$ cat config.mk
export PLATFORM = sky130hd
export DESIGN_NAME = stcew_ram
export DESIGN_NICKNAME = d
export VERILOG_FILES = /design/src/rtl/core/stcew_ram.sv
export SDC_FILE = /design/constraint.sdc
export NUM_CORES = 2
export LEC_CHECK = 0
export BUFFER_PORTS_ARGS = -buffer_cell sky130_fd_sc_hd__buf_2
export CAP_MARGIN = 10
export CORE_MARGIN = 3
export CORE_UTILIZATION = 57
export CTS_CLUSTER_DIAMETER = 60
export DETAILED_ROUTE_END_ITERATION = 10
export PLACE_DENSITY_LB_ADDON = 0.05
export SLEW_MARGIN = 20
export SYNTH_ARGS = -nofsm -noshare
export SYNTH_HDL_FRONTEND = slang
export SYNTH_SLANG_ARGS = --single-unit
$ cat constraint.sdc
create_clock -name clk_i -period 6.8 [get_ports clk_i]
set_input_delay 1.36 -clock clk_i [delete_from_list [all_inputs] [get_ports clk_i]]
set_output_delay 1.36 -clock clk_i [all_outputs]
set_load 0.01 [all_outputs]
$ cat src/rtl/core/stcew_ram.sv
`default_nettype none
// ----------------------------------------------------------------------------
// Generic RAM
// One write port and one read port with a registered read.
// ----------------------------------------------------------------------------
module stcew_ram #(
  parameter int unsigned WIDTH = 64,
  parameter int unsigned DEPTH = 64
) (
  input  wire logic                       clk_i,
  input  wire logic                       we_i,
  input  wire logic [$clog2(DEPTH)-1:0]   waddr_i,
  input  wire logic [WIDTH-1:0]           wdata_i,
  input  wire logic                       re_i,
  input  wire logic [$clog2(DEPTH)-1:0]   raddr_i,
  output logic      [WIDTH-1:0]           rdata_o
);

  logic [WIDTH-1:0] mem_q [DEPTH];
  logic [WIDTH-1:0] rdata_q;

  always_ff @(posedge clk_i) begin
    if (we_i) begin
      mem_q[waddr_i] <= wdata_i;
    end
    if (re_i) begin
      rdata_q <= mem_q[raddr_i];
    end
  end

  assign rdata_o = rdata_q;

endmodule
`default_nettype wire

==> results.md <==
- The tightest hold path in the finished design has a slack of ~0.83 ns.
- The kind of capture point of the worst setup path is a flip-flop.
- The H-tree depth reported by CTS is 5.
- The post-CTS resize count is 0.
- The switching share of total power is 0.206.
- The fraction of layout instances using a drive strength above 1 is 0.279.
- Clock-pin slew was measured on the worst setup and hold paths at ~0.060 ns.
- The maximum number of pins on one net before global-route repair is roughly 110.
- The slew at the pin closest to its max-slew limit is about 1.2 ns.
- The final HPWL from detailed placement is about 230000 um.
- The max-slew violation total from the final report is 0.
- The total power per unit cell area is 301 mW/mm^2.
- The total CTS buffers is around 400.
- For this design the total switching power over the nets is between 10000 and 15000 uW.
- For this run, design rule violations remaining after detail routing come to 0.
- Of the total power, the clock network draws 0.417.
- The synthesis-stage register bit count is ~4200.
- STA puts the critical path data arrival time at about 4.6 ns.
- Cell internal power was estimated by the tool at 42100 uW.
- Yosys printed 0 warnings.
- The critical path start-end classification is in -> reg.
- The final count of hold timing violations came to 0.
- The die height is approximately 530 um.
- Setup repair after global routing left no endpoint under its margin.
- Clock skew on the completed layout was measured at between 0.02 and 0.03 ns.
- During placement, the flow inserted port buffers numbering between 100 and 150.
- The initial utilization of the core area, before any placement, comes to 0.573.
- After detailed routing, the average wire length per cell comes to just under 40 um.
- After synthesis, the cell types taking the most area are sky130_fd_sc_hd__edfxtp_1, sky130_fd_sc_hd__mux4_2, sky130_fd_sc_hd__mux2i_1, sky130_fd_sc_hd__a22oi_1, sky130_fd_sc_hd__buf_2.
- The count of hold-fix buffers inserted at cts is 0.
- Dividing the final minimum period by the clock period gives 0.577.
- The fraction of synthesized cell area taken by the top area cell type is 0.796.
- The floorplan row count is 192.
- The sequential share of the synthesized area is 0.796.
- In this run the cell area of the synthesized design comes to 0.157 mm^2.
- Summing all placed instances gives a cell area of between 0.15 and 0.2 mm^2.
- The cell accounting for the most synthesized area is sky130_fd_sc_hd__edfxtp_1.
- The total congestion overflow is 0.
- The initial antenna violation count is 35.
- The maximum buffer depth of the clock tree is 4.
- The global-route wire length before repair is 603000 um.
- The core area is 0.274 mm^2.
- The TritonCTS clock tree is built.
- The reg-to-reg critical path startpoint is mem_q[7][62]$_DFFE_PP_.
- The clock reaches the later pin of the worst-skew pair after between 0.9 and 1 ns.
- The net count of the mapped netlist is ~6700.
- The worst slew slack as a fraction of its limit is 0.223.
- At the end of the flow, the number of nets in the layout was approximately 7000.
- The clock sink count is around 4200.
- The worst setup path startpoint is raddr_i[1].
- The startpoint identified for the worst hold timing path is wdata_i[60].
- The peak supply drop is about 0.25 mV.
- After routing the design area is 0.176 mm^2.
- The aggregate routed wire length is between 400000 and 500000 um.
- Across the run, the number of max-cap violations was 0.
- The total routing resource utilization after global routing is 0.312.
- The cell sitting at the root of the clock tree is a sky130_fd_sc_hd__clkbuf_16.
- In the routed layout, each cell is associated on average with a via count of roughly 7.0.
- Of the total power, registers draw 0.538.
- The worst hold path class is in -> reg.
- The final-layout setup total negative slack is 0 ns.
- The library cells used most frequently in the layout, excluding fill and tap cells, are sky130_fd_sc_hd__edfxtp_1, sky130_fd_sc_hd__mux4_2, sky130_fd_sc_hd__clkbuf_16.
- For this block, the via count after detailed routing is roughly 76000.
- The number of detailed-route iterations in the first pass is 5.
- The launching element type of the critical path is an input port.
- The via count of the first global-routing pass is around 75000.
- The relative area change from synthesis to final layout is 12.4%.
- Setup violations remaining at the end of the flow were counted as 0.
- The instance count of the mapped netlist is approximately 6600.
- The library cell used most frequently in the layout, excluding fill and tap cells, is sky130_fd_sc_hd__edfxtp_1.
- In this run, the number of DRC markers left after iteration 0 of detailed routing was 10800.
- Static timing analysis puts the maximum clock frequency at roughly 260 MHz.
- The synthesized netlist contains 32 unique library cells.
- The run finished with clean final reports.
- The number of routed nets with antenna violations is 0.
- The data required time at the worst endpoint is ~7.5 ns.
- The analysis attributes to cell leakage a power of roughly 0.055 uW.
- Of all nets on the critical path, the largest fanout is 58.
- The I/O pin count is about 140.
- The number of setup buffers added after CTS is 0.
- The reg2reg setup slack is around 4.6 ns.
- The final weighted congestion in routability-driven placement is 0.783.
- The smallest clock period supported by the final layout is computed as 3.92 ns.
- The average cell area after synthesis is approximately 24 um^2.
- The width of the die is between 500 and 600 um.
- The share of total power dissipated in combinational logic is 0.045.
- The area of the die is roughly 0.28 mm^2.
==> final timing paths <==
path                            cells after the start                 endpoint
worst min-delay path                                1  mem_q[18][60]$_DFFE_PP_
worst min register to register                      4    rdata_o[50]$_DFFE_PP_
worst max register to register                      4    rdata_o[62]$_DFFE_PP_
worst max-delay path                                6    rdata_o[62]$_DFFE_PP_
==> flip-flops by register name, indices dropped and copies added (netlist names) <==
name,cells
mem_q,4096
rdata_o,64
==> cell usage after synthesis <==
library cell                count
sky130_fd_sc_hd__edfxtp_1    4160
sky130_fd_sc_hd__mux4_2      1024
sky130_fd_sc_hd__buf_2        170
sky130_fd_sc_hd__a22oi_1      168
sky130_fd_sc_hd__clkbuf_1     140
sky130_fd_sc_hd__mux2i_1      135
sky130_fd_sc_hd__nor2_1       112
sky130_fd_sc_hd__a22o_1        88
sky130_fd_sc_hd__o22ai_1       83
sky130_fd_sc_hd__and3_1        64
sky130_fd_sc_hd__a211oi_1      63
sky130_fd_sc_hd__nand2_1       58
sky130_fd_sc_hd__nand3_1       45
sky130_fd_sc_hd__o221ai_1      38
sky130_fd_sc_hd__buf_4         34
sky130_fd_sc_hd__or3_1         29
sky130_fd_sc_hd__nor2b_1       28
sky130_fd_sc_hd__or2_2         28
sky130_fd_sc_hd__a41oi_1       26
sky130_fd_sc_hd__buf_1         20
sky130_fd_sc_hd__a2bb2oi_1     19
sky130_fd_sc_hd__inv_1         19
sky130_fd_sc_hd__a31oi_1       18
sky130_fd_sc_hd__nand2b_1      11
sky130_fd_sc_hd__buf_6          6
sky130_fd_sc_hd__and2_1         3
sky130_fd_sc_hd__nand3b_1       2
sky130_fd_sc_hd__nand4_1        2
sky130_fd_sc_hd__nor3_1         2
sky130_fd_sc_hd__a31o_1         1
sky130_fd_sc_hd__nand4b_1       1
sky130_fd_sc_hd__or3b_2         1
==> per-layer routing <==
metal  wire [um]  up-vias  global-route usage
li1            -    29400                   -
met3       44700      648              0.0664
met5           0        -                   0
met2      209000     4284               0.488
met4       11600        0              0.0753
met1      168000    41700               0.458
==> through the flow <==
stage                     cells   util  setup WS [ns]  power, uW
after CTS                 10900  0.644           2.96      53300
after global routing      10900  0.644           2.87      54500
final                     10900  0.644           2.88      53000
after floorplan            6598      -        0.00401      30400
after detailed placement  10200  0.596           1.95      31500
after global placement    10200  0.596           1.97      31400
==> final cells by class <==
| type | instances | area [um^2] |
|---|---|---|
| antenna | 19 | 47.5 |
| clock buffer | 519 | 11000 |
| clock inverter | 222 | 2040 |
| fill | 17900 | 97400 |
| inverter | 19 | 71.3 |
| multi-input combinational | 2049 | 30800 |
| sequential | 4160 | 125000 |
| tap | 3589 | 4490 |
| timing repair buffer | 359 | 3140 |
==> critical path, cell delays in order <==
cell and delay [ns]:
sky130_fd_sc_hd__buf_8 0.40, sky130_fd_sc_hd__buf_4 0.81, sky130_fd_sc_hd__nand2_1 0.67, sky130_fd_sc_hd__o221ai_1 0.70
sky130_fd_sc_hd__o22ai_1 0.35, sky130_fd_sc_hd__and3_1 0.24
==> cell families after synthesis <==
group / count (synthesis) / synth area share
buf+inv: 389 / 0.0118
flops: 4160 / 0.796
simple gates: 386 / 0.0123
compound gates: 504 / 0.0247
mux: 1159 / 0.156
==> power by group through the flow <==
stage | Clock (uW) | Sequential, uW | Combinational, uW
3_5_place_dp | 0 | 29100 | 2370
4_1_cts | 22400 | 28600 | 2370
5_1_grt | 23400 | 28600 | 2510
2_1_floorplan | 0 | 29100 | 1320
3_3_place_gp | 0 | 29100 | 2330
6_report | 22100 | 28600 | 2360
Power figures use the tool's default switching activity.
