$ cat src/rtl/core/stcew_pkg.sv
`default_nettype none
// ----------------------------------------------------------------------------
// Segment turn cost package
// Shared widths, codes, cell payload types and the CORDIC angle table.
// ----------------------------------------------------------------------------
package stcew_pkg;

  localparam int unsigned MAX_POINTS_DEF = 64;
  localparam int NodeW     = 13;
  localparam int IdxW      = 8;
  localparam int NW        = 7;
  localparam int CfgAw     = 3;
  localparam int DW        = 33;
  localparam int CrdW      = 37;
  localparam int CrdSteps  = 31;
  localparam int LenW      = 33;
  localparam int RadW      = 66;
  localparam int RemW      = 35;
  localparam int AngW      = 18;
  localparam logic [31:0] TWO_PI_Q29 = 32'd3373259426;
  localparam logic [AngW-1:0] ANG_MAX = AngW'(205887);

  typedef enum logic {
    REQ_LOAD  = 1'b0,
    REQ_QUERY = 1'b1
  } req_e;

  typedef enum logic [CfgAw-1:0] {
    REG_N_POINTS  = 3'd0,
    REG_ROBOT_X   = 3'd1,
    REG_ROBOT_Y   = 3'd2,
    REG_INV_SPEED = 3'd3,
    REG_INV_TURN  = 3'd4
  } cfg_reg_e;

  typedef struct packed {
    logic                      vld;
    logic                      ld;
    logic [5:0]                slot;
    logic [31:0]               px;
    logic [31:0]               py;
    logic [1:0][NodeW-1:0]     k;
    logic [1:0][IdxW-1:0]      r;
    logic [1:0][NodeW-1:0]     q;
  } div_t;

  typedef struct packed {
    logic                      vld;
    logic                      lk;
    logic [1:0][RadW-1:0]      rad;
    logic [1:0][RemW-1:0]      rem;
    logic [1:0][LenW-1:0]      root;
  } sqrt_t;

  typedef struct packed {
    logic [1:0][CrdW-1:0]      x;
    logic [1:0][CrdW-1:0]      y;
    logic [1:0][31:0]          z;
  } crd_t;

  function automatic logic [31:0] atan_turn(input int unsigned step);
    logic [31:0] t;
    case (step)
      0:       t = 32'h20000000;
      1:       t = 32'h12E4051E;
      2:       t = 32'h09FB385B;
      3:       t = 32'h051111D4;
      4:       t = 32'h028B0D43;
      5:       t = 32'h0145D7E1;
      6:       t = 32'h00A2F61E;
      7:       t = 32'h00517C55;
      8:       t = 32'h0028BE53;
      9:       t = 32'h00145F2F;
      10:      t = 32'h000A2F98;
      11:      t = 32'h000517CC;
      12:      t = 32'h00028BE6;
      13:      t = 32'h000145F3;
      14:      t = 32'h0000A2FA;
      15:      t = 32'h0000517D;
      16:      t = 32'h000028BE;
      17:      t = 32'h0000145F;
      18:      t = 32'h00000A30;
      19:      t = 32'h00000518;
      20:      t = 32'h0000028C;
      21:      t = 32'h00000146;
      22:      t = 32'h000000A3;
      23:      t = 32'h00000051;
      24:      t = 32'h00000029;
      25:      t = 32'h00000014;
      26:      t = 32'h0000000A;
      27:      t = 32'h00000005;
      28:      t = 32'h00000003;
      29, 30:  t = 32'h00000001;
      default: t = '0;
    endcase
    return t;
  endfunction

endpackage
`default_nettype wire

$ cat src/rtl/core/stcew_sqrt_cell.sv
`default_nettype none
// ----------------------------------------------------------------------------
// Square root cell
// One result bit of the integer square root for both segment lengths.
// ----------------------------------------------------------------------------
module stcew_sqrt_cell
  import stcew_pkg::*;
(
  input  wire logic  clk_i,
  input  wire logic  rst_ni,
  input  wire logic  en_i,
  input  wire sqrt_t cell_i,
  output sqrt_t      cell_o
);

  sqrt_t           cell_d;
  sqrt_t           cell_q;
  logic [RemW+1:0] t  [2];
  logic [RemW+1:0] tr [2];
  logic            ge [2];

  always_comb begin
    cell_d = cell_i;
    for (int l = 0; l < 2; l++) begin
      t[l]  = {cell_i.rem[l], cell_i.rad[l][RadW-1 -: 2]};
      tr[l] = (RemW+2)'({cell_i.root[l], 2'b01});
      ge[l] = t[l] >= tr[l];
      cell_d.rem[l]  = ge[l] ? RemW'(t[l] - tr[l]) : RemW'(t[l]);
      cell_d.root[l] = {cell_i.root[l][LenW-2:0], ge[l]};
      cell_d.rad[l]  = cell_i.rad[l] << 2;
    end
  end

  always_ff @(posedge clk_i or negedge rst_ni) begin
    if (!rst_ni) begin
      cell_q <= '0;
    end else if (en_i) begin
      cell_q <= cell_d;
    end
  end

  assign cell_o = cell_q;

endmodule
`default_nettype wire

$ cat config.mk
export PLATFORM = sky130hd
export DESIGN_NAME = stcew_sqrt_cell
export DESIGN_NICKNAME = d
export VERILOG_FILES = /design/src/rtl/core/stcew_pkg.sv /design/src/rtl/core/stcew_sqrt_cell.sv
export SDC_FILE = /design/constraint.sdc
export NUM_CORES = 1
export LEC_CHECK = 0
export ABC_CLOCK_PERIOD_IN_PS = 2160
export BUFFER_PORTS_ARGS = -buffer_cell sky130_fd_sc_hd__buf_2
export CORE_AREA = 5 5 209 211
export CTS_BUF_LIST = sky130_fd_sc_hd__clkbuf_4 sky130_fd_sc_hd__clkbuf_8 sky130_fd_sc_hd__clkbuf_16
export CTS_CLUSTER_DIAMETER = 80
export DETAILED_ROUTE_END_ITERATION = 10
export DIE_AREA = 0 0 214 216
export GPL_TIMING_DRIVEN = 0
export PLACE_DENSITY = 0.58
export SLEW_MARGIN = 30
export SYNTH_ARGS = -nofsm -noshare
export SYNTH_HDL_FRONTEND = slang
export SYNTH_SLANG_ARGS = --single-unit
$ cat constraint.sdc
create_clock -name clk_i -period 2.16 [get_ports clk_i]
set_input_delay 0.108 -clock clk_i [delete_from_list [all_inputs] [get_ports clk_i]]
set_output_delay 0.108 -clock clk_i [all_outputs]
set_load 0.05 [all_outputs]
==> results.txt <==
Post-route DRC: 0
vias in the first global route: 15400
Post-Layout Cell Count: 2827
Worst Setup Slack, final: 0.0121 ns
Syn-to-layout area delta: 55.7%
Vias: 14500
synth cell count leaders: dfrtp_1 (266), mux2_2 (198), nand2_1 (129)
Clock Latency Late Sink: 0.55 ns
pre-CTS setup slack: -0.831 ns
RSZ-0062 raised after global routing: true
Slew @ Worst Pin: 0.895 ns
Final nets: 2604
max FFs per register: 266
sequential share of the synthesized area: 45.7%
# IOs: 543
Mapped Avg Cell Area: 10.4 µm²
Achievable Freq: 466 MHz
most frequent cell after synthesis: dfrtp_1
gpl congestion: 0.908
CORE AREA: 41600 µm²
H-tree depth: 2
top_reg_cell synth: dfrtp_1
hold_sp: cell_i[67]
worst-path fanout max: 2
die area: 46200 µm²
Synth top area share: 45.7%
Filler cells: 3634
Hold Path Depth: 5
Worst Setup End Kind: flip-flop
worst-path cell chain: buf_6 -> inv_4 -> ha_4 -> nor2b_4 -> o31a_1 -> o311a_4 -> nor3b_4 -> nor3_4 -> or4b_4 -> a2111o_1 -> nand3_1
Synth Register Bits: 266
Post-synth EDFFs: 0
worst reg-to-reg setup slack: 1.30 ns
leakage power: 10.7 nW
worst clock skew: 0 ns
initial antenna violation count: 8
HPWL after detailed placement: 43.2 mm
first-pass GRT wire length: 89.9 mm
worst path arrival time: 2.63 ns
Root Driver: clkbuf_16
Setup-failing EPs final: 0
largest net degree at the start of global routing: 80
standard-cell rows: 75
Crit path largest cell delay: 0.53 ns
Power Density: 812 nW/µm²
CP Data Required Time: 2.64 ns
minimum clock period: 2.15 ns
initial core utilization: 35.1%
Die Wd: 214 µm
outcome: complete, no violations
DRT antenna net count: 0
Max rail drop VDD: 0.000816 V
top post-synthesis cells by area: dfrtp_1 (46%), mux2_2 (15%), ha_1 (6.0%)
post-synthesis cell type count: 72
pins over their slew limit: 0
CP Launch Type: primary input
Buf+Inv Stages, Crit Path: 2
Crit-path slowest cell: or4b_4
Port Buf Inserts: 538
CP top delay family: simple AND/OR/NAND/NOR gates
post-synthesis async set-or-reset flop share: 100%
Slew HR: 40.3%
Tcrit/Tclk final: 99.4%
total wire length: 58.6 mm
DR WL/cell: 20.7 µm
iteration count of the initial detailed-routing pass: 7
GRT overflow: 0
WHS Endpoint: cell_o[69]
Initial DRC Count: 778
Clk pin slew, worst setup/hold paths: 0.06 ns
Max Buffers Root-to-Sink: 3
GRT Total Usage: 24.3%
max-cap violation count: 0
synthesis warning total: 0
Hold Path Class: primary input to flip-flop
CTS tree: built
r2r startpoint: cell_o[175]
Reg-to-Reg End: cell_o[175]
share of cells above drive strength 1: 41.3%
Vias/cell: 5.11
Die Height: 216 µm
Syn Std Cell Area: 14600 µm²
Crit Path Class: primary input to flip-flop
dpl cells: 2481
Synth Instances: 1398
CTS Sinks: 266
final hold violation count: 0
cts bufs inserted: 34
leading area contributor after synthesis: dfrtp_1
worst-case reg-to-reg path depth: 1
logic make-up (layout without fill, tap and decap cells):
kind of cell / count (synthesis) / count (layout) / share of synthesized area, %
xor+xnor: 52 / 52 / 3.13
mux: 211 / 211 / 16.2
buf+inv: 157 / 1039 / 4.28
simple gates: 332 / 332 / 10.6
compound gates: 309 / 309 / 14.1
fa+ha+maj: 70 / 70 / 6.01
other cells: 1 / 9 / 0.0257
flops: 266 / 266 / 45.7
routing by layer:
metal  vias up  share of wire (%)  track usage, %
met1      7118                 40            29.4
met5         -              0.058               0
li1       6701                  -               -
met4         6                3.6            9.32
met3       113                6.5            5.49
met2       520                 50            42.3
area by class of cell:
type / count / area (µm²) / share of cell area (%)
Multi-Input combinational cell: 978 / 7820 / 34.5
Timing Repair Buffer: 832 / 5680 / 25.0
Tap cell: 539 / 674 / 2.97
Antenna cell: 5 / 12.5 / 0.0551
Sequential cell: 266 / 6660 / 29.3
Clock buffer: 46 / 978 / 4.31
Inverter: 89 / 347 / 1.53
Buffer: 60 / 353 / 1.55
Clock inverter: 12 / 170 / 0.750
power breakdown:
| group | internal (mW) | switching (mW) |
|---|---|---|
| logic | 2.21 | 4.40 |
| clock network | 3.47 | 2.41 |
| registers | 5.61 | 0.336 |
how the worst max path moves through the flow:
stage	startpoint	to	slack, ns	depth (start not counted)
after global routing	cell_i[24]	cell_o[80]	-0.08	14
after detailed placement	cell_i[51]	cell_o[102]	-0.83	13
after CTS	cell_i[5]	cell_o[92]	0.009	11
after global placement	rst_ni	cell_o[140]	-4.18	1
final	cell_i[0]	cell_o[100]	0.01	11
after floorplan	cell_i[0]	cell_o[100]	-0.29	10
stage by stage:
stage	power (mW)	instance area [µm²]	hold WS (ns)	TNS (ns)	utilization [%]
2_1_floorplan	10.2	14800	-0.188	-4.94	-
3_3_place_gp	11.9	18200	0.340	-1157.15	43.7
3_5_place_dp	12.0	18300	0.0970	-46.49	44.0
4_1_cts	18.4	22200	0.0188	0	53.3
5_1_grt	19.2	22700	0.0760	-0.305	54.6
6_report	18.4	22700	0.0788	0	54.6
cells in the final DEF, fill, tap and decap left out, types with 7 or more instances in the layout:
cell and n:
xor2_1 22, o21ai_1 13, buf_4 33, or3_1 8, nand2b_1 7, clkbuf_4 7
a2bb2oi_1 10, clkbuf_16 35, ha_2 12, dlygate4sd3_1 264, inv_1 82, buf_6 10
buf_2 533, nand2_1 127, a31oi_1 46, ha_1 40, a21oi_1 77, nand4_1 19
xnor2_1 29, ha_4 18, o21ai_0 34, nor2_1 81, o21bai_1 12, mux2_2 197
nor3_1 16, o21a_1 13, mux2i_1 10, clkbuf_1 36, dfrtp_1 266, clkbuf_8 7
a21o_1 24, and3_1 8, o211ai_1 8, nand3_1 18
repair_timing:
item | CTS | global route
endpoints found under the setup margin | 59 | 66
setup buffers | 4 | 22
resized for setup | 12 | 96
gates cloned | 0 | 1
hold buffers | 264 | 0
pin swaps | 5 | 29
hold endpoints to repair | 491 | 0
Power figures use the tool's default switching activity.
