`src/rtl/core/stcew_pkg.sv`:
```
`default_nettype none
// ----------------------------------------------------------------------------
// Segment turn cost package
// Shared widths, codes, cell payload types and the CORDIC angle table.
// ----------------------------------------------------------------------------
package stcew_pkg;

  localparam int unsigned MAX_POINTS_DEF = 64;
  localparam int NodeW     = 13;
  localparam int IdxW      = 8;
  localparam int NW        = 7;
  localparam int CfgAw     = 3;
  localparam int DW        = 33;
  localparam int CrdW      = 37;
  localparam int CrdSteps  = 31;
  localparam int LenW      = 33;
  localparam int RadW      = 66;
  localparam int RemW      = 35;
  localparam int AngW      = 18;
  localparam logic [31:0] TWO_PI_Q29 = 32'd3373259426;
  localparam logic [AngW-1:0] ANG_MAX = AngW'(205887);

  typedef enum logic {
    REQ_LOAD  = 1'b0,
    REQ_QUERY = 1'b1
  } req_e;

  typedef enum logic [CfgAw-1:0] {
    REG_N_POINTS  = 3'd0,
    REG_ROBOT_X   = 3'd1,
    REG_ROBOT_Y   = 3'd2,
    REG_INV_SPEED = 3'd3,
    REG_INV_TURN  = 3'd4
  } cfg_reg_e;

  typedef struct packed {
    logic                      vld;
    logic                      ld;
    logic [5:0]                slot;
    logic [31:0]               px;
    logic [31:0]               py;
    logic [1:0][NodeW-1:0]     k;
    logic [1:0][IdxW-1:0]      r;
    logic [1:0][NodeW-1:0]     q;
  } div_t;

  typedef struct packed {
    logic                      vld;
    logic                      lk;
    logic [1:0][RadW-1:0]      rad;
    logic [1:0][RemW-1:0]      rem;
    logic [1:0][LenW-1:0]      root;
  } sqrt_t;

  typedef struct packed {
    logic [1:0][CrdW-1:0]      x;
    logic [1:0][CrdW-1:0]      y;
    logic [1:0][31:0]          z;
  } crd_t;

  function automatic logic [31:0] atan_turn(input int unsigned step);
    logic [31:0] t;
    case (step)
      0:       t = 32'h20000000;
      1:       t = 32'h12E4051E;
      2:       t = 32'h09FB385B;
      3:       t = 32'h051111D4;
      4:       t = 32'h028B0D43;
      5:       t = 32'h0145D7E1;
      6:       t = 32'h00A2F61E;
      7:       t = 32'h00517C55;
      8:       t = 32'h0028BE53;
      9:       t = 32'h00145F2F;
      10:      t = 32'h000A2F98;
      11:      t = 32'h000517CC;
      12:      t = 32'h00028BE6;
      13:      t = 32'h000145F3;
      14:      t = 32'h0000A2FA;
      15:      t = 32'h0000517D;
      16:      t = 32'h000028BE;
      17:      t = 32'h0000145F;
      18:      t = 32'h00000A30;
      19:      t = 32'h00000518;
      20:      t = 32'h0000028C;
      21:      t = 32'h00000146;
      22:      t = 32'h000000A3;
      23:      t = 32'h00000051;
      24:      t = 32'h00000029;
      25:      t = 32'h00000014;
      26:      t = 32'h0000000A;
      27:      t = 32'h00000005;
      28:      t = 32'h00000003;
      29, 30:  t = 32'h00000001;
      default: t = '0;
    endcase
    return t;
  endfunction

endpackage
`default_nettype wire

```
`src/rtl/core/stcew_div_cell.sv`:
```
`default_nettype none
// ----------------------------------------------------------------------------
// Node decode cell
// One restoring division step for both node codes of an item.
// ----------------------------------------------------------------------------
module stcew_div_cell
  import stcew_pkg::*;
(
  input  wire logic            clk_i,
  input  wire logic            rst_ni,
  input  wire logic            en_i,
  input  wire logic [IdxW-1:0] divisor_i,
  input  wire div_t            cell_i,
  output div_t                 cell_o
);

  div_t            cell_d;
  div_t            cell_q;
  logic [IdxW:0]   t [2];
  logic            ge [2];

  always_comb begin
    cell_d = cell_i;
    for (int l = 0; l < 2; l++) begin
      t[l]  = {cell_i.r[l], cell_i.k[l][NodeW-1]};
      ge[l] = t[l] >= {1'b0, divisor_i};
      cell_d.r[l] = ge[l] ? IdxW'(t[l] - {1'b0, divisor_i}) : t[l][IdxW-1:0];
      cell_d.q[l] = {cell_i.q[l][NodeW-2:0], ge[l]};
      cell_d.k[l] = cell_i.k[l] << 1;
    end
  end

  always_ff @(posedge clk_i or negedge rst_ni) begin
    if (!rst_ni) begin
      cell_q <= '0;
    end else if (en_i) begin
      cell_q <= cell_d;
    end
  end

  assign cell_o = cell_q;

endmodule
`default_nettype wire

```
`config.mk`:
```
export PLATFORM = sky130hd
export DESIGN_NAME = stcew_div_cell
export DESIGN_NICKNAME = d
export VERILOG_FILES = /design/src/rtl/core/stcew_pkg.sv /design/src/rtl/core/stcew_div_cell.sv
export SDC_FILE = /design/constraint.sdc
export NUM_CORES = 1
export LEC_CHECK = 0
export ABC_CLOCK_PERIOD_IN_PS = 1000
export BUFFER_PORTS_ARGS = -buffer_cell sky130_fd_sc_hd__buf_2
export CAP_MARGIN = 20
export CORE_MARGIN = 2
export CORE_UTILIZATION = 46
export CTS_BUF_LIST = sky130_fd_sc_hd__clkbuf_16
export DETAILED_ROUTE_END_ITERATION = 8
export PLACE_DENSITY = 0.8
export SYNTH_ARGS = -nofsm -noshare
export SYNTH_HDL_FRONTEND = slang
export SYNTH_SLANG_ARGS = --single-unit
```
`constraint.sdc`:
```
create_clock -name clk_i -period 1 [get_ports clk_i]
set_input_delay 0 -clock clk_i [delete_from_list [all_inputs] [get_ports clk_i]]
set_output_delay 0 -clock clk_i [all_outputs]
set_load 0.02 [all_outputs]
```
==> results.py <==
metrics = {
    "status": {
        "outcome": "complete, but fails checks",
        "violations": "negative setup slack",
    },
    "placement": {
        "gp_congestion": 0.921,
        "numPortBuffers": 286,
        "hpwl_mm": 12.5,
    },
    "sta": {
        "finalHoldViolCount": 0,
        "min_period_ns": 1.40,
        "finalCritPeriodShare_pct": 140,
        "fmax_ghz": 0.712,
        "clock_skew_ns": 0,
        "hold_slack_ns": 0.0230,
        "slew_viol_final": 0,
        "setup_ws_ns": -0.404,
        "setup_violations": 24,
        "slew_headroom_pct": 64.1,
        "rsz0062_at_grt": "yes",
        "worst_pin_slew_ns": 0.533,
    },
    "routing": {
        "route.detailed.drc": 0,
        "ant_nets": 0,
        "vias": 5963,
        "drt_iter0_drc": 371,
        "drt-wirelength-per-cell_um": 22.2,
        "vias_per_cell": 5.35,
        "wl_mm": 24.8,
        "dr.pass1.iters": 5,
    },
    "clock_tree": {
        "cts_buffers": 17,
        "clk_pin_slew_worst_paths_ns": 0.06,
        "clockBufferDepth": 2,
        "htreeDepth": 4,
        "clock_sinks": 138,
        "clock_latency_ns": 0.41,
        "cts_root_buf": "clkbuf_16",
        "cts_tree": "built",
    },
    "die": {
        "io_pins": 291,
        "rows": 41,
        "start_util_pct": 47.2,
        "die_area_mm2": 0.0139,
        "coreArea_mm2": 0.0126,
        "dieHeight_um": 118,
        "dieWidth_um": 118,
    },
    "synthesis": {
        "synth_most_common_cell": "dfrtp_1",
        "synth.ff_latch_count": 138,
        "ys_seq_area_share_pct": 57.9,
        "yosysTopAreaCellShare_pct": 57.9,
        "ys.flop_type": "dfrtp_1",
        "synth_cell_type_count": 44,
        "syn_area_mm2": 0.00596,
        "synthTopCellsByCount": "dfrtp_1, mux2_2, inv_1, o21ai_0, ha_1",
        "yosysTopAreaCell": "dfrtp_1",
        "syn_area_per_cell_um2": 13.9,
        "synthTopCellsByArea": "dfrtp_1, mux2_2, ha_1, mux2i_1, o21ai_0",
        "synth-async-reset-ratio_pct": 100,
        "synth_edf_count": 0,
        "synth_warnings": 0,
        "synth_cells": 430,
    },
    "cells_and_area": {
        "drive_gt1_share_pct": 61.3,
        "largest_register_ffs": 138,
        "final_net_count": 1099,
        "fillers": 572,
        "area_delta_synth_final_pct": 80.7,
        "multi_input_area_mm2": 0.00272,
        "fin_util_pct": 85.4,
        "seqCellArea_mm2": 0.00345,
    },
    "grt": {
        "grt_pass1_vias": 6587,
        "grt_start_max_net_pins": 56,
        "grt_use_total_pct": 33.5,
        "grt_pass1_wl_mm": 35.9,
        "antenna_found_initial": 1,
        "grt_overflow": 0,
    },
    "worst_setup_path": {
        "critPathLaunchType": "primary input",
        "path_class": "primary input to flop",
        "worstPathRequired_ns": 1.30,
        "rr_worst_depth": 2,
        "cp-end-kind": "flop",
        "path_max_fanout": 5,
        "arrival_ns": 1.71,
    },
    "power": {
        "power.density_mw_per_mm2": 1690,
        "ir_drop_uv": 1380,
        "power.total_mw": 18.2,
        "p_leak_nw": 5.17,
    },
    "min_path": {
        "hold_class": "primary input to async pin",
    },
    "flow_run": {
        "max_cap_viol_count": 0,
    },
}
area by class of cell:
| cell class | instances | share of cell area (%) |
|---|---|---|
| repair buffers | 499 | 34.3 |
| flip-flops and latches | 138 | 32.1 |
| multi-input cells | 256 | 25.3 |
| clock buffers | 17 | 3.95 |
| well taps | 172 | 2.00 |
| clock inverters | 14 | 1.68 |
| inverters | 18 | 0.720 |
| diodes | 1 | 0.0232 |
through the flow:
| step | instance area (µm²) | cells | TNS [ns] | setup WS [ns] |
|---|---|---|---|---|
| 2_1_floorplan | 6080 | 431 | -8.19 | -0.578 |
| 3_3_place_gp | 8160 | 928 | -12.57 | -0.775 |
| 3_5_place_dp | 8160 | 928 | -14.29 | -0.888 |
| 4_1_cts | 10300 | 1099 | -4.53 | -0.342 |
| 5_1_grt | 10800 | 1115 | -6.83 | -0.461 |
| 6_report | 10800 | 1115 | -5.64 | -0.404 |
cells by family after synthesis:
family                     share of synthesized area (%)
DFF                                                 57.9
muxes                                               24.9
AOI/OAI and AO/OA                                   6.51
and+or+nand+nor                                     3.00
buffers and inverters                               2.48
adders and majority gates                           4.03
xor gates and xnor gates                            1.03
other                                             0.0629
where the power goes:
group	leakage, nW	internal [mW]	switching, mW
sequential	1.61	6.21	0.432
combinational	3.26	2.41	2.50
clock	0.297	4.13	2.48
what timing repair did:
item | CTS | global route
gates resized for setup | 44 | 98
pin swaps | 21 | 17
hold endpoints to repair | 266 | 0
setup endpoints to repair | 18 | 57
hold buffers | 129 | 0
buffers inserted | 12 | 17
worst paths after layout:
| path | startpoint | slack (ns) | to |
|---|---|---|---|
| max | divisor_i[3] | -0.40 | cell_o[39]$_DFFE_PN0P_ |
| min | rst_ni | 0.02 | cell_o[113]$_DFFE_PN0P_ |
| max reg2reg | cell_o[97]$_DFFE_PN0P_ | 0.01 | cell_o[97]$_DFFE_PN0P_ |
| min reg2reg | cell_o[136]$_DFFE_PN0P_ | 0.50 | cell_o[136]$_DFFE_PN0P_ |
| max in group asynchronous | rst_ni | 0.40 | cell_o[110]$_DFFE_PN0P_ |
| min in group clk_i | cell_i[67] | 0.03 | cell_o[34]$_DFFE_PN0P_ |
routing by layer:
layer  part of all wire [%]  GRT usage (%)
met3                    6.8           7.99
met4                    5.9           17.8
met1                     34           35.7
met2                     53           60.9
met5                      0              0
worst max-delay path, cell delays in order:
cell and delay (ns):
buf_8 0.07, clkinvlp_4 0.11, buf_6 0.14, ha_4 0.28, a21o_1 0.15, a21oi_2 0.07, o21ai_1 0.11, a41o_2 0.33
buf_6 0.16, mux2i_1 0.20, a21oi_1 0.09
cell usage in the layout (no fill, tap or decap), types with 3 or more instances in the layout:
cell and n:
buf_2 247, dfrtp_1 138, dlygate4sd3_1 129, mux2_2 121
buf_4 78, buf_6 35, clkbuf_16 17, inv_1 13
a21oi_1 11, nand2_1 10, nor2_1 10, ha_4 10
mux2i_1 8, o21ai_1 7, o21ai_0 7, buf_12 7
a2bb2oi_2 5, ha_1 5, inv_2 4, clkinvlp_4 4
xor2_1 4, o21ai_2 4, bufinv_16 4, nor2b_4 3
xnor2_1 3, mux2_4 3, a21o_1 3, buf_8 3
(Power assumes the default switching activity.)
