File: src/rtl/core/stcew_pkg.sv
`default_nettype none
// ----------------------------------------------------------------------------
// Segment turn cost package
// Shared widths, codes, cell payload types and the CORDIC angle table.
// ----------------------------------------------------------------------------
package stcew_pkg;

  localparam int unsigned MAX_POINTS_DEF = 64;
  localparam int NodeW     = 13;
  localparam int IdxW      = 8;
  localparam int NW        = 7;
  localparam int CfgAw     = 3;
  localparam int DW        = 33;
  localparam int CrdW      = 37;
  localparam int CrdSteps  = 31;
  localparam int LenW      = 33;
  localparam int RadW      = 66;
  localparam int RemW      = 35;
  localparam int AngW      = 18;
  localparam logic [31:0] TWO_PI_Q29 = 32'd3373259426;
  localparam logic [AngW-1:0] ANG_MAX = AngW'(205887);

  typedef enum logic {
    REQ_LOAD  = 1'b0,
    REQ_QUERY = 1'b1
  } req_e;

  typedef enum logic [CfgAw-1:0] {
    REG_N_POINTS  = 3'd0,
    REG_ROBOT_X   = 3'd1,
    REG_ROBOT_Y   = 3'd2,
    REG_INV_SPEED = 3'd3,
    REG_INV_TURN  = 3'd4
  } cfg_reg_e;

  typedef struct packed {
    logic                      vld;
    logic                      ld;
    logic [5:0]                slot;
    logic [31:0]               px;
    logic [31:0]               py;
    logic [1:0][NodeW-1:0]     k;
    logic [1:0][IdxW-1:0]      r;
    logic [1:0][NodeW-1:0]     q;
  } div_t;

  typedef struct packed {
    logic                      vld;
    logic                      lk;
    logic [1:0][RadW-1:0]      rad;
    logic [1:0][RemW-1:0]      rem;
    logic [1:0][LenW-1:0]      root;
  } sqrt_t;

  typedef struct packed {
    logic [1:0][CrdW-1:0]      x;
    logic [1:0][CrdW-1:0]      y;
    logic [1:0][31:0]          z;
  } crd_t;

  function automatic logic [31:0] atan_turn(input int unsigned step);
    logic [31:0] t;
    case (step)
      0:       t = 32'h20000000;
      1:       t = 32'h12E4051E;
      2:       t = 32'h09FB385B;
      3:       t = 32'h051111D4;
      4:       t = 32'h028B0D43;
      5:       t = 32'h0145D7E1;
      6:       t = 32'h00A2F61E;
      7:       t = 32'h00517C55;
      8:       t = 32'h0028BE53;
      9:       t = 32'h00145F2F;
      10:      t = 32'h000A2F98;
      11:      t = 32'h000517CC;
      12:      t = 32'h00028BE6;
      13:      t = 32'h000145F3;
      14:      t = 32'h0000A2FA;
      15:      t = 32'h0000517D;
      16:      t = 32'h000028BE;
      17:      t = 32'h0000145F;
      18:      t = 32'h00000A30;
      19:      t = 32'h00000518;
      20:      t = 32'h0000028C;
      21:      t = 32'h00000146;
      22:      t = 32'h000000A3;
      23:      t = 32'h00000051;
      24:      t = 32'h00000029;
      25:      t = 32'h00000014;
      26:      t = 32'h0000000A;
      27:      t = 32'h00000005;
      28:      t = 32'h00000003;
      29, 30:  t = 32'h00000001;
      default: t = '0;
    endcase
    return t;
  endfunction

endpackage
`default_nettype wire

File: src/rtl/core/stcew_cordic_cell.sv
`default_nettype none
// ----------------------------------------------------------------------------
// CORDIC cell
// One vectoring rotation for both segment directions.
// ----------------------------------------------------------------------------
module stcew_cordic_cell
  import stcew_pkg::*;
#(
  parameter int unsigned STEP = 0
) (
  input  wire logic clk_i,
  input  wire logic rst_ni,
  input  wire logic en_i,
  input  wire crd_t cell_i,
  output crd_t      cell_o
);

  crd_t                  cell_d;
  crd_t                  cell_q;
  logic signed [CrdW-1:0] xs [2];
  logic signed [CrdW-1:0] ys [2];

  always_comb begin
    cell_d = cell_i;
    for (int l = 0; l < 2; l++) begin
      xs[l] = $signed(cell_i.x[l]) >>> STEP;
      ys[l] = $signed(cell_i.y[l]) >>> STEP;
      if ($signed(cell_i.y[l]) > 0) begin
        cell_d.x[l] = cell_i.x[l] + ys[l];
        cell_d.y[l] = cell_i.y[l] - xs[l];
        cell_d.z[l] = cell_i.z[l] + atan_turn(STEP);
      end else begin
        cell_d.x[l] = cell_i.x[l] - ys[l];
        cell_d.y[l] = cell_i.y[l] + xs[l];
        cell_d.z[l] = cell_i.z[l] - atan_turn(STEP);
      end
    end
  end

  always_ff @(posedge clk_i or negedge rst_ni) begin
    if (!rst_ni) begin
      cell_q <= '0;
    end else if (en_i) begin
      cell_q <= cell_d;
    end
  end

  assign cell_o = cell_q;

endmodule
`default_nettype wire

File: config.mk
export PLATFORM = sky130hd
export DESIGN_NAME = stcew_cordic_cell
export DESIGN_NICKNAME = d
export VERILOG_FILES = /design/src/rtl/core/stcew_pkg.sv /design/src/rtl/core/stcew_cordic_cell.sv
export SDC_FILE = /design/constraint.sdc
export NUM_CORES = 1
export LEC_CHECK = 0
export BUFFER_PORTS_ARGS = -buffer_cell sky130_fd_sc_hd__buf_4
export CORE_MARGIN = 5
export CORE_UTILIZATION = 55
export CTS_CLUSTER_SIZE = 20
export DETAILED_ROUTE_END_ITERATION = 10
export HOLD_SLACK_MARGIN = 0.03
export PLACE_DENSITY = 0.8
export SYNTH_ARGS = -nofsm -noshare
export SYNTH_HDL_FRONTEND = slang
export SYNTH_SLANG_ARGS = --single-unit
export TNS_END_PERCENT = 10
File: constraint.sdc
create_clock -name clk_i -period 1.14 [get_ports clk_i]
set_clock_uncertainty 0.1 [all_clocks]
set_input_delay 0.171 -clock clk_i [delete_from_list [all_inputs] [get_ports clk_i]]
set_output_delay 0.171 -clock clk_i [all_outputs]
set_load 0.03 [all_outputs]
==> results by group, run 1 <==
Yosys
  – Post-Synthesis Cells: between 2000 and 3000
  – Yosys cell types: 85
  – EDFF count, synth: 0
  – Top FF cell, synth: dfrtp_1
  – Synth warnings: 0
  – Post-Synthesis Cell Area: 20500 um2
  – Leading post-synthesis cells by cell area: dfrtp_1 26%, ha_1 14%, a21oi_1 10%
  – Share of the synthesized area in the top cell type: between 20 and 30%
  – Sequential area share after synthesis: 25.6%
  – Fraction of registers with async set/reset: 100%
  – Syn nets: roughly 3000
  – Yosys reg bits: 210
  – Syn_area_per_cell: 7.95 um2
  – Largest area contributor in the netlist: dfrtp_1

Placement
  – Port bufs: around 430
  – Detailed placement HPWL: between 70 and 80 mm
  – Final Wtd Congestion: approximately 1.1

Outcome
  – Status: stopped before the end
  – Run Error: [ERROR GRT-0116] Global routing finished with congestion. Check the congestion regions in the DRC Viewer.
  – Stop stage: 5_1_grt

Floorplan
  – Die X: between 200 and 250 um
  – Number of cell rows: 70
  – Die height: ~200 um
  – Initial Utilization: between 50 and 60%
  – Total I/O pin count: 427

Clocking
  – Root buf cell: clkbuf_16
  – Clk sinks: 210
  – H-tree depth: 1
  – Total CTS buffers: 25
  – Clock Path Buffers: 3

Global routing
  – Global route overflow: 15
  – First-pass GRT wire length: 234 mm
  – GRT Overall Usage: 74.1%
  – Vias in the first global route: between 30000 and 40000
  – Largest net degree at the start of global routing: 54
==> synth_stat cells (17+ instances only) <==
cell type,n
a211oi_1,17
a21o_1,53
a21oi_1,428
buf_1,17
buf_2,19
clkbuf_1,94
dfrtp_1,210
ha_1,223
inv_1,229
mux2_2,95
mux2i_1,31
nand2_1,107
nand3_1,29
nand4_1,27
nor2_1,297
nor2b_1,25
nor3_1,38
nor4_1,28
o21a_1,21
o21ai_0,121
o21bai_1,64
o31ai_1,20
xnor2_1,133
==> layer usage <==
metal / GRT usage [%] / overflow
met5: 30.6 / 0
met4: 73.2 / 5
met3: 61.1 / 8
met2: 92.1 / 2
met1: 71.2 / 0
==> kinds of logic after synthesis <==
| family | count (synthesis) | synth area share (%) |
|---|---|---|
| simple gates | 612 | 13.5 |
| xor+xnor | 148 | 6.31 |
| buf+inv | 377 | 7.19 |
| fa+ha+maj | 231 | 14.4 |
| flops | 210 | 25.6 |
| compound gates | 878 | 26.3 |
| mux | 126 | 6.72 |
==> stage by stage <==
stage / setup TNS [ns] / area (um2) / instances / util (%) / setup slack, ns
3_5_place_dp: -287.76 / 30800 / 4188 / 83.9 / -2.34
3_3_place_gp: -274.41 / 30800 / 4188 / 83.9 / -2.20
4_1_cts: -228.40 / 34400 / 4344 / 93.8 / -1.52
2_1_floorplan: -197.28 / 21000 / 2582 / - / -1.81
==> timing repair <==
action                                  in CTS
resized for setup                          406
pin swaps                                  180
endpoints found under the setup margin     360
hold buffers                                68
endpoints found under the hold margin      282
setup buffers                               48
==> run 2, diff against run 1 <==
--- a/config.mk
+++ b/config.mk
@@ -7,11 +7,9 @@
 export LEC_CHECK = 0
 export BUFFER_PORTS_ARGS = -buffer_cell sky130_fd_sc_hd__buf_4
 export CORE_MARGIN = 5
-export CORE_UTILIZATION = 55
-export CTS_CLUSTER_SIZE = 20
+export CORE_UTILIZATION = 40
 export DETAILED_ROUTE_END_ITERATION = 10
-export HOLD_SLACK_MARGIN = 0.03
-export PLACE_DENSITY = 0.8
+export PLACE_DENSITY_LB_ADDON = 0.15
 export SYNTH_ARGS = -nofsm -noshare
 export SYNTH_HDL_FRONTEND = slang
 export SYNTH_SLANG_ARGS = --single-unit
==> run 2 against run 1 <==
Effect of this change:
- the flow now finishes, with violations (negative hold slack, negative setup slack)
- synthesized area is the same
- synthesized cell count is the same
==> results by group, run 2 <==
Outcome
  – Status: finished, violations left
  – Violated checks: negative hold slack, negative setup slack

Yosys
  – Yosys cell types: 85
  – Post-Synthesis Cell Area: about 21000 um2
  – Syn nets: roughly 3000
  – Syn_area_per_cell: 7.95 um2
  – Fraction of registers with async set/reset: 100%
  – Leading post-synthesis cells by cell area: dfrtp_1 26%, ha_1 14%, a21oi_1 10%
  – Sequential area share after synthesis: about a quarter
  – EDFF count, synth: 0
  – Post-Synthesis Cells: roughly 2600
  – Post-synth top cells: 428 x a21oi_1, 297 x nor2_1, 229 x inv_1
  – Top FF cell, synth: dfrtp_1
  – Most common cell in the synthesized netlist: a21oi_1
  – Yosys reg bits: 210
  – Synth warnings: 0
  – Largest area contributor in the netlist: dfrtp_1
  – Share of the synthesized area in the top cell type: 25.6%

Placement
  – Port bufs: 426
  – Final Wtd Congestion: between 1 and 1.5
  – Dpl cells: 4455
  – Detailed placement HPWL: roughly 80 mm

Critical path
  – Slowest stage delay, CP: about 0.31 ns
  – CP Launch Type: input port
  – CP endpoint kind: register
  – WP data arrival: roughly 3 ns
  – Crit Path Class: in -> reg
  – Worst EP required: between 1.5 and 2 ns
  – Max FO, Critical Path: 4
  – CP Cell Sequence: buf_8 > ha_4 > fa_2 > nor3b_4 > o311ai_4 > a211oi_2 > a211oi_2 > buf_4 > o21ai_4 > a31oi_4 > buf_4 > o22a_4 > o31ai_4 > a21oi_2 > xnor2_1 > a21oi_1
  – Worst path slowest cell: a211oi_2

Global routing
  – Antenna violations before repair: 1
  – Vias in the first global route: 26100
  – GRT Overall Usage: between 30 and 40%
  – Global route overflow: 0
  – Grt met3 use: approximately 4.3%
  – Largest net degree at the start of global routing: 50
  – Grt peak-use layer: met2
  – First-pass GRT wire length: 151 mm
  – GRT met1 Usage: a little over two fifths
  – Met2 Use GR: 59.4%

Finish
  – Fin cells: roughly 4600
  – Area Overhead vs Synth: 79.5%
  – Layout cells sized above 1: ~50%
  – FF+latch area: between 5000 and 6000 um2
  – Most common cell after layout, fill and taps aside: buf_4
  – Commonest non-fill, non-tap cells in the layout: 1195 x buf_4, 328 x a21oi_1, 280 x nor2_1
  – Max reg flops: 210
  – Multi-input gate area: around 17000 um2
  – Final net count: around 4400
  – # fillers: ~4000

Power and ir drop
  – Max rail drop VDD: ~1.4 mV
  – Leak: roughly 0.017 uW
  – Power density over the cells: approximately 1200 nW/um2

Timing
  – Final Max Tran Viols: 0
  – Setup WS post-layout: -1.52 ns
  – Final hold slack: -0.101 ns
  – Final period util: 233%
  – RSZ-0062 raised after global routing: true
  – Tmin final: around 2.7 ns
  – Slew HR: 54.6%
  – Final setup TNS: -227.14 ns
  – Max frequency: approximately 0.38 GHz
  – Actual slew at the worst max-slew pin: between 0.6 and 0.7 ns
  – Final setup viols: between 300 and 400
  – Final hold vios: 18

Route
  – Vias per cell: around 5.5
  – Drt drc: 0
  – Final wirelength: just over 100 mm
  – Vias: between 20000 and 30000
  – 1st-pass router iterations: 6
  – DRT antenna net count: 0
  – Wire per inst: between 20 and 25 um
  – Iteration-0 DRC Markers: approximately 1700

Clocking
  – Clk slew on worst S/H paths: 0.07 ns
  – Clock Path Buffers: 3
  – CTS Hold Buffers Added: around 70
  – Total CTS buffers: 26
  – Clk_lat worst skew: between 0.5 and 0.6 ns
  – Clk sinks: 210
  – CTS tree: done
  – H-tree depth: 1
  – Root buf cell: clkbuf_16

Floorplan
  – Total I/O pin count: 427
  – Std-Cell Core Area: 51100 um2
  – Number of cell rows: slightly above 80
  – Die area: about 56000 um2
  – Initial Utilization: between 40% and 50%
  – Die height: 237 um
  – Die X: 237 um

Hold path
  – Worst min path class: in -> reg

Flow run
  – Max Cap Viol: 0
## run 2: cell counts after synthesis
Identical to the previous run, type by type.
## run 2: kinds of logic (layout without fill, tap and decap cells)
kind of cell             after synthesis  count (layout)  synth area share [%]
flip-flops                           210             210                  25.6
AND/OR/NAND/NOR                      612             612                  13.5
other                                  0               1                     0
buffers and inverters                377            1760                  7.19
multiplexers                         126             126                  6.72
AO/OA/AOI/OAI                        878             878                  26.3
XOR/XNOR                             148             148                  6.31
adder cells (fa/ha/maj)              231             231                  14.4
## run 2: path summary, 6_finish.rpt
kind	endpoint	slack [ns]	depth (start not counted)	startpoint
worst max-delay path	cell_o[94]	-1.52	16	cell_i[64]
worst min-delay path	cell_o[30]	-0.10	3	cell_i[30]
worst max register to register	cell_o[134]	0.15	2	cell_o[134]
worst min register to register	cell_o[35]	0.41	1	cell_o[35]
max in group asynchronous	cell_o[21]	0.39	3	rst_ni
min in group asynchronous	cell_o[150]	-0.02	2	rst_ni
## run 2: layer usage
layer | wire length (um) | up-vias
met3 | 6010 | 266
met4 | 5180 | 0
li1 | - | 11800
met2 | 50100 | 1087
met1 | 40500 | 12400
met5 | 0 | -
## run 2: worst max-delay path, delay by kind of cell
| kind | cells | cell delay, ns |
|---|---|---|
| buffers and inverters | 3 | 0.42 |
| AOI/OAI and AO/OA | 9 | 1.67 |
| and+or+nand+nor | 1 | 0.26 |
| xor gates and xnor gates | 1 | 0.14 |
| adders and majority gates | 2 | 0.37 |
## run 2: report_power, final
group          switching [uW]  internal, uW
Sequential               1120          8850
Clock                    3650          5550
Combinational           12600         10900
## run 2: through the flow
stage	util [%]	total power (uW)	cell area [um2]	setup WS, ns
2_1_floorplan	-	19700	21000	-1.81
3_3_place_gp	61.6	29800	31500	-2.56
3_5_place_dp	61.6	29900	31500	-2.54
4_1_cts	68.3	40700	34900	-1.45
5_1_grt	72.1	44400	36900	-1.61
6_report	72.1	42600	36900	-1.52
## run 2: area by class of cell
cell class                      instances  share of cell area [%]
Multi-Input combinational cell       1995                    45.1
Timing Repair Buffer                 1474                    33.3
Sequential cell                       210                    14.3
Inverter                              239                    2.54
Tap cell                              680                    2.31
Clock buffer                           35                    1.94
Clock inverter                         12                   0.587
Antenna cell                            1                 0.00679
## run 2: repair_timing
item / CTS / global route
setup endpoints to repair: 360 / 370
pin swaps: 141 / 187
resized for setup: 310 / 408
setup buffers: 49 / 39
endpoints found under the hold margin: 280 / 18
Power figures use the tool's default switching activity.
==> run 3, diff against run 2 <==
--- a/config.mk
+++ b/config.mk
@@ -10,6 +10,7 @@
 export CORE_UTILIZATION = 40
 export DETAILED_ROUTE_END_ITERATION = 10
 export PLACE_DENSITY_LB_ADDON = 0.15
+export SKIP_CTS_REPAIR_TIMING = 1
 export SYNTH_ARGS = -nofsm -noshare
 export SYNTH_HDL_FRONTEND = slang
 export SYNTH_SLANG_ARGS = --single-unit
==> run 3 against run 2 <==
Effect of this change:
- the run still ends with negative hold slack, negative setup slack left
- fmax decreased by 2.7%
- first-iteration DRC count decreased by 5.2%
- critical endpoint is now cell_o[134]
- die area is the same
- sequential power is 2% lower
- highest routed layer is now met5
- critical path type unchanged
- register-to-register slack improved by 0.03 ns
- critical path depth unchanged
- global-route usage down 1.5 points
- design area decreased by 3.2%
- wire length decreased by 2.2%
- power down 2.9%
==> results by group, run 3 (same netlist as run 2, synthesis figures left out) <==
Global routing
  – Global route overflow: 0
  – First-pass GRT wire length: around 140 mm
  – Antenna violations before repair: 2
  – Largest net degree at the start of global routing: 50
  – Met2 Use GR: 56.0%
  – GRT met1 Usage: 40.6%
  – GRT Overall Usage: 32.3%
  – Grt met3 use: between 4 and 5%
  – Grt peak-use layer: met2
  – Vias in the first global route: 24900

Timing
  – Final period util: 240%
  – Final hold vios: 18
  – RSZ-0062 raised after global routing: true
  – Final hold slack: -0.0894 ns
  – Slew HR: a little under three fifths
  – Actual slew at the worst max-slew pin: about 0.64 ns
  – Tmin final: ~2.7 ns
  – Max frequency: 0.366 GHz
  – Final Max Tran Viols: 0
  – Final setup viols: 360
  – Setup WS post-layout: -1.59 ns

Critical path
  – Crit Path Class: in -> reg
  – CP endpoint kind: register
  – R2R depth: 1
  – Delay-heaviest family, CP: compound AO/OA/AOI/OAI gates
  – Slowest stage delay, CP: between 0.3 and 0.4 ns
  – WP buf/inv: 4
  – CP startpoint: cell_i[102]
  – Worst path slowest cell: o31ai_4
  – Flop-to-flop setup slack: 0.18 ns
  – CP Cell Sequence: buf_8 > clkinvlp_4 > ha_4 > nand2b_4 > a21oi_4 > o211ai_1 > buf_4 > a2111oi_4 > buf_4 > o21bai_4 > o31ai_4 > a21oi_4 > o21bai_1 > nand2_1 > mux2_4 > a311oi_2
  – WP data arrival: between 3 and 4 ns
  – Max FO, Critical Path: 4
  – CP Launch Type: input port
  – Reg-to-reg endpoint: cell_o[211]
  – Worst EP required: ~1.5 ns
  – Reg-to-Reg Start: cell_o[211]

Outcome
  – Violated checks: negative hold slack, negative setup slack
  – Status: finished, violations left

Finish
  – Multi-input gate area: approximately 16000 um2
  – FF+latch area: about 5300 um2
  – Area Overhead vs Synth: 73.8%
  – Commonest non-fill, non-tap cells in the layout: 1316 x buf_4, 348 x a21oi_1, 280 x nor2_1
  – Max reg flops: 210
  – Final net count: about 4400
  – Most common cell after layout, fill and taps aside: buf_4
  – Layout cells sized above 1: 48.9%
  – # fillers: 4195

Hold path
  – Worst Min Path Start: cell_i[30]
  – Hold path depth: 3
  – Hold endpoint: cell_o[30]
  – Worst min path class: in -> reg

Floorplan
  – Die area: ~56000 um2
  – Std-Cell Core Area: slightly above 50000 um2
  – Die X: ~240 um
  – Die height: 237 um
  – Number of cell rows: 83
  – Initial Utilization: about two fifths
  – Total I/O pin count: roughly 430

Route
  – Final wirelength: ~100 mm
  – 1st-pass router iterations: 5
  – Drt drc: 0
  – DRT antenna net count: 0
  – Iteration-0 DRC Markers: roughly 1600
  – Vias: between 20000 and 30000
  – Vias per cell: roughly 5.5
  – Wire per inst: around 22 um

Clocking
  – Clk slew on worst S/H paths: approximately 0.07 ns
  – Clk_lat worst skew: 0.58 ns
  – CTS tree: done
  – Clock Path Buffers: 3
  – H-tree depth: 1
  – Total CTS buffers: 26
  – Clk sinks: 210
  – Root buf cell: clkbuf_16

Placement
  – Port bufs: about 430
  – DP Worst Slack: -2.54 ns
  – Detailed placement HPWL: roughly 80 mm
  – Final Wtd Congestion: 1.08

Power and ir drop
  – Max rail drop VDD: between 1 and 1.5 mV
  – Leak: 0.0170 uW
  – Power density over the cells: about 1200 nW/um2
  – Pwr Total: 41400 uW

Flow run
  – Max Cap Viol: 0
## run 3: through the flow
stage | cells | hold WS [ns] | setup TNS, ns | util [%] | cell area, um2
after floorplan | 2582 | -0.225 | -197.28 | - | 21000
after global placement | 4455 | -0.0384 | -302.58 | 61.6 | 31500
after detailed placement | 4455 | -0.0365 | -304.76 | 61.6 | 31500
after CTS | 4502 | -0.648 | -273.41 | 63.4 | 32400
after global routing | 4621 | -0.0847 | -246.88 | 69.9 | 35700
final | 4621 | -0.0894 | -229.49 | 69.9 | 35700
## run 3: cell type report
cell class / count / share of cell area, %
clock inverter: 12 / 0.606
inverter: 239 / 2.63
antenna: 1 / 0.00701
tap: 680 / 2.38
clock buffer: 35 / 2.00
multi-input combinational: 1995 / 45.5
timing repair buffer: 1449 / 32.2
sequential: 210 / 14.7
## run 3: how the worst max path moves through the flow
stage | depth (start not counted) | end | slack (ns)
2_1_floorplan | 13 | cell_o[100] | -1.81
3_3_place_gp | 17 | cell_o[94] | -2.56
3_5_place_dp | 17 | cell_o[94] | -2.54
4_1_cts | 17 | cell_o[94] | -1.93
5_1_grt | 16 | cell_o[134] | -1.66
6_report | 16 | cell_o[134] | -1.59
## run 3: tightest hold or removal path, cell delays in order
cell and delay, ns:
buf_4 0.08, fa_1 0.15, mux2_2 0.15
## run 3: power breakdown
group          total [uW]  switching [uW]  internal, uW
combinational       22400           12300         10100
clock                9190            3640          5550
sequential           9790             946          8840
total               41400           16900         24500
## run 3: per-layer routing
metal  share of wire (%)  vias to the layer above
met4                 5.1                        2
li1                    -                    11700
met1                  40                    12200
met2                  49                     1041
met3                 6.1                      264
met5               0.013                        -
==> run 4, diff against run 3 <==
--- a/config.mk
+++ b/config.mk
@@ -6,7 +6,7 @@
 export NUM_CORES = 1
 export LEC_CHECK = 0
 export BUFFER_PORTS_ARGS = -buffer_cell sky130_fd_sc_hd__buf_4
-export CORE_MARGIN = 5
+export CORE_MARGIN = 10
 export CORE_UTILIZATION = 40
 export DETAILED_ROUTE_END_ITERATION = 10
 export PLACE_DENSITY_LB_ADDON = 0.15
==> run 4 against run 3 <==
Effect of this change:
- the flow still finishes with violations (negative hold slack, negative setup slack)
- worst hold slack gained 0.069 ns
- clock-buffer cell count shrank 7
- power shrank 3.0%
- via count shrank 1.0%
- non-clock buffer count shrank 28
- final cell count shrank 0.80%
- combinational power shrank 3%
- critical endpoint is now cell_o[99]
- largest power group unchanged
==> results by group, run 4 (same netlist as run 2, synthesis figures left out) <==
Floorplan
  – Total I/O pin count: 427
  – Die X: ~250 um
  – Initial Utilization: roughly two fifths
  – Std-Cell Core Area: between 50000 and 60000 um2
  – Die area: 60800 um2
  – Number of cell rows: roughly 80
  – Die height: between 200 and 250 um

Route
  – Vias per cell: 5.45
  – Wire per inst: between 20 and 25 um
  – 1st-pass router iterations: 7
  – DRT antenna net count: 0
  – Iteration-0 DRC Markers: between 1500 and 2000
  – Final wirelength: between 100 and 150 mm
  – Vias: approximately 25000
  – Drt drc: 0

Timing
  – RSZ-0062 raised after global routing: true
  – Final hold slack: -0.0207 ns
  – Actual slew at the worst max-slew pin: about 0.62 ns
  – Final period util: 243%
  – Final setup viols: around 360
  – Tmin final: roughly 2.8 ns
  – Final hold vios: 2
  – Max frequency: 0.361 GHz
  – Setup WS post-layout: -1.63 ns
  – Final Max Tran Viols: 0
  – Slew HR: between 50 and 60%

Finish
  – Area Overhead vs Synth: 69.7%
  – Design Area, Final: between 30000 and 40000 um2
  – Layout cells sized above 1: a little under half
  – # fillers: between 4000 and 5000
  – Final net count: between 4000 and 5000
  – Final core utilization: between 60% and 70%
  – Max reg flops: 210
  – Commonest non-fill, non-tap cells in the layout: 1304 x buf_4, 358 x a21oi_1, 289 x nor2_1
  – Fin cells: 4584
  – Most common cell after layout, fill and taps aside: buf_4

Outcome
  – Status: finished, violations left
  – Violated checks: negative hold slack, negative setup slack

Global routing
  – GRT Overall Usage: a little under a third
  – Global route overflow: 0
  – Grt met3 use: 4.30%
  – Vias in the first global route: roughly 25000
  – Grt peak-use layer: met2
  – Antenna violations before repair: 4
  – GRT met1 Usage: between 30% and 40%
  – First-pass GRT wire length: ~150 mm
  – Largest net degree at the start of global routing: 50
  – Met2 Use GR: a little over half

Power and ir drop
  – Leak: 0.0167 uW
  – Power density over the cells: between 1000 and 1500 nW/um2
  – Max rail drop VDD: roughly 1.1 mV

Placement
  – Final Wtd Congestion: roughly 1
  – Detailed placement HPWL: 81.3 mm
  – Dpl cells: 4444
  – DP Worst Slack: -2.48 ns
  – Port bufs: roughly 430
  – Placed inst area: around 31000 um2

Clocking
  – Clk_lat worst skew: about 0.58 ns
  – H-tree depth: 1
  – Clk slew on worst S/H paths: 0.06 ns
  – Root buf cell: clkbuf_16
  – Clk sinks: 210
  – Total CTS buffers: 26
  – Clock Path Buffers: 3
  – CTS tree: done

Critical path
  – CP endpoint kind: register
  – WP data arrival: 3.13 ns
  – Max FO, Critical Path: 3
  – Crit Path Class: in -> reg
  – CP Launch Type: input port
  – Worst EP required: about 1.5 ns

Hold path
  – Worst min path class: in -> reg

Flow run
  – Max Cap Viol: 0
[run 4: metrics by stage]
step                total power, uW  TNS (ns)
CTS                           38600   -268.72
global placement              29600   -296.62
global route                  42000   -257.40
floorplan                     19700   -197.28
finish                        40100   -240.88
detailed placement            29800   -299.04
[run 4: worst paths after layout]
path | from | endpoint | slack, ns | cells past startpoint
setup / recovery | cell_i[73] | cell_o[99] | -1.63 | 13
hold reg to reg | cell_o[49] | cell_o[49] | 0.41 | 1
min in group asynchronous | rst_ni | cell_o[47] | 0.06 | 3
max in group asynchronous | rst_ni | cell_o[156] | 0.07 | 3
hold / removal | cell_i[62] | cell_o[62] | -0.02 | 3
setup reg to reg | cell_o[134] | cell_o[134] | 0.06 | 2
[run 4: area by class of cell]
| class | count | area [um2] | area share [%] |
|---|---|---|---|
| Sequential cell | 210 | 5260 | 15.1 |
| Tap cell | 672 | 841 | 2.41 |
| Clock buffer | 28 | 658 | 1.89 |
| Clock inverter | 16 | 186 | 0.535 |
| Antenna cell | 3 | 7.51 | 0.0215 |
| Inverter | 239 | 926 | 2.66 |
| Multi-Input combinational cell | 1995 | 15800 | 45.3 |
| Timing Repair Buffer | 1421 | 11200 | 32.1 |
[run 4: worst max-delay path, stage by stage]
cell and delay, ns:
buf_4 0.13, buf_4 0.13, ha_2 0.19, buf_4 0.15
a2111oi_4 0.38, nand2b_4 0.21, o211ai_4 0.12, nor4_4 0.33
nor2_2 0.11, o41a_1 0.48, a311o_1 0.33, xnor2_2 0.28
a21oi_2 0.10
[run 4: where the power goes]
part	leakage [uW]	switching (uW)	total (uW)	internal, uW
clock	0.000412	3660	8510	4850
sequential	0.00239	971	9810	8840
combinational	0.0139	12100	21800	9750
total	0.0167	16700	40100	23400
[run 4: per-layer routing]
layer / vias to the layer above / part of all wire, %
li1: 11700 / -
met2: 974 / 50
met1: 12200 / 40
met3: 194 / 6.3
met5: - / 0
met4: 0 / 3.8
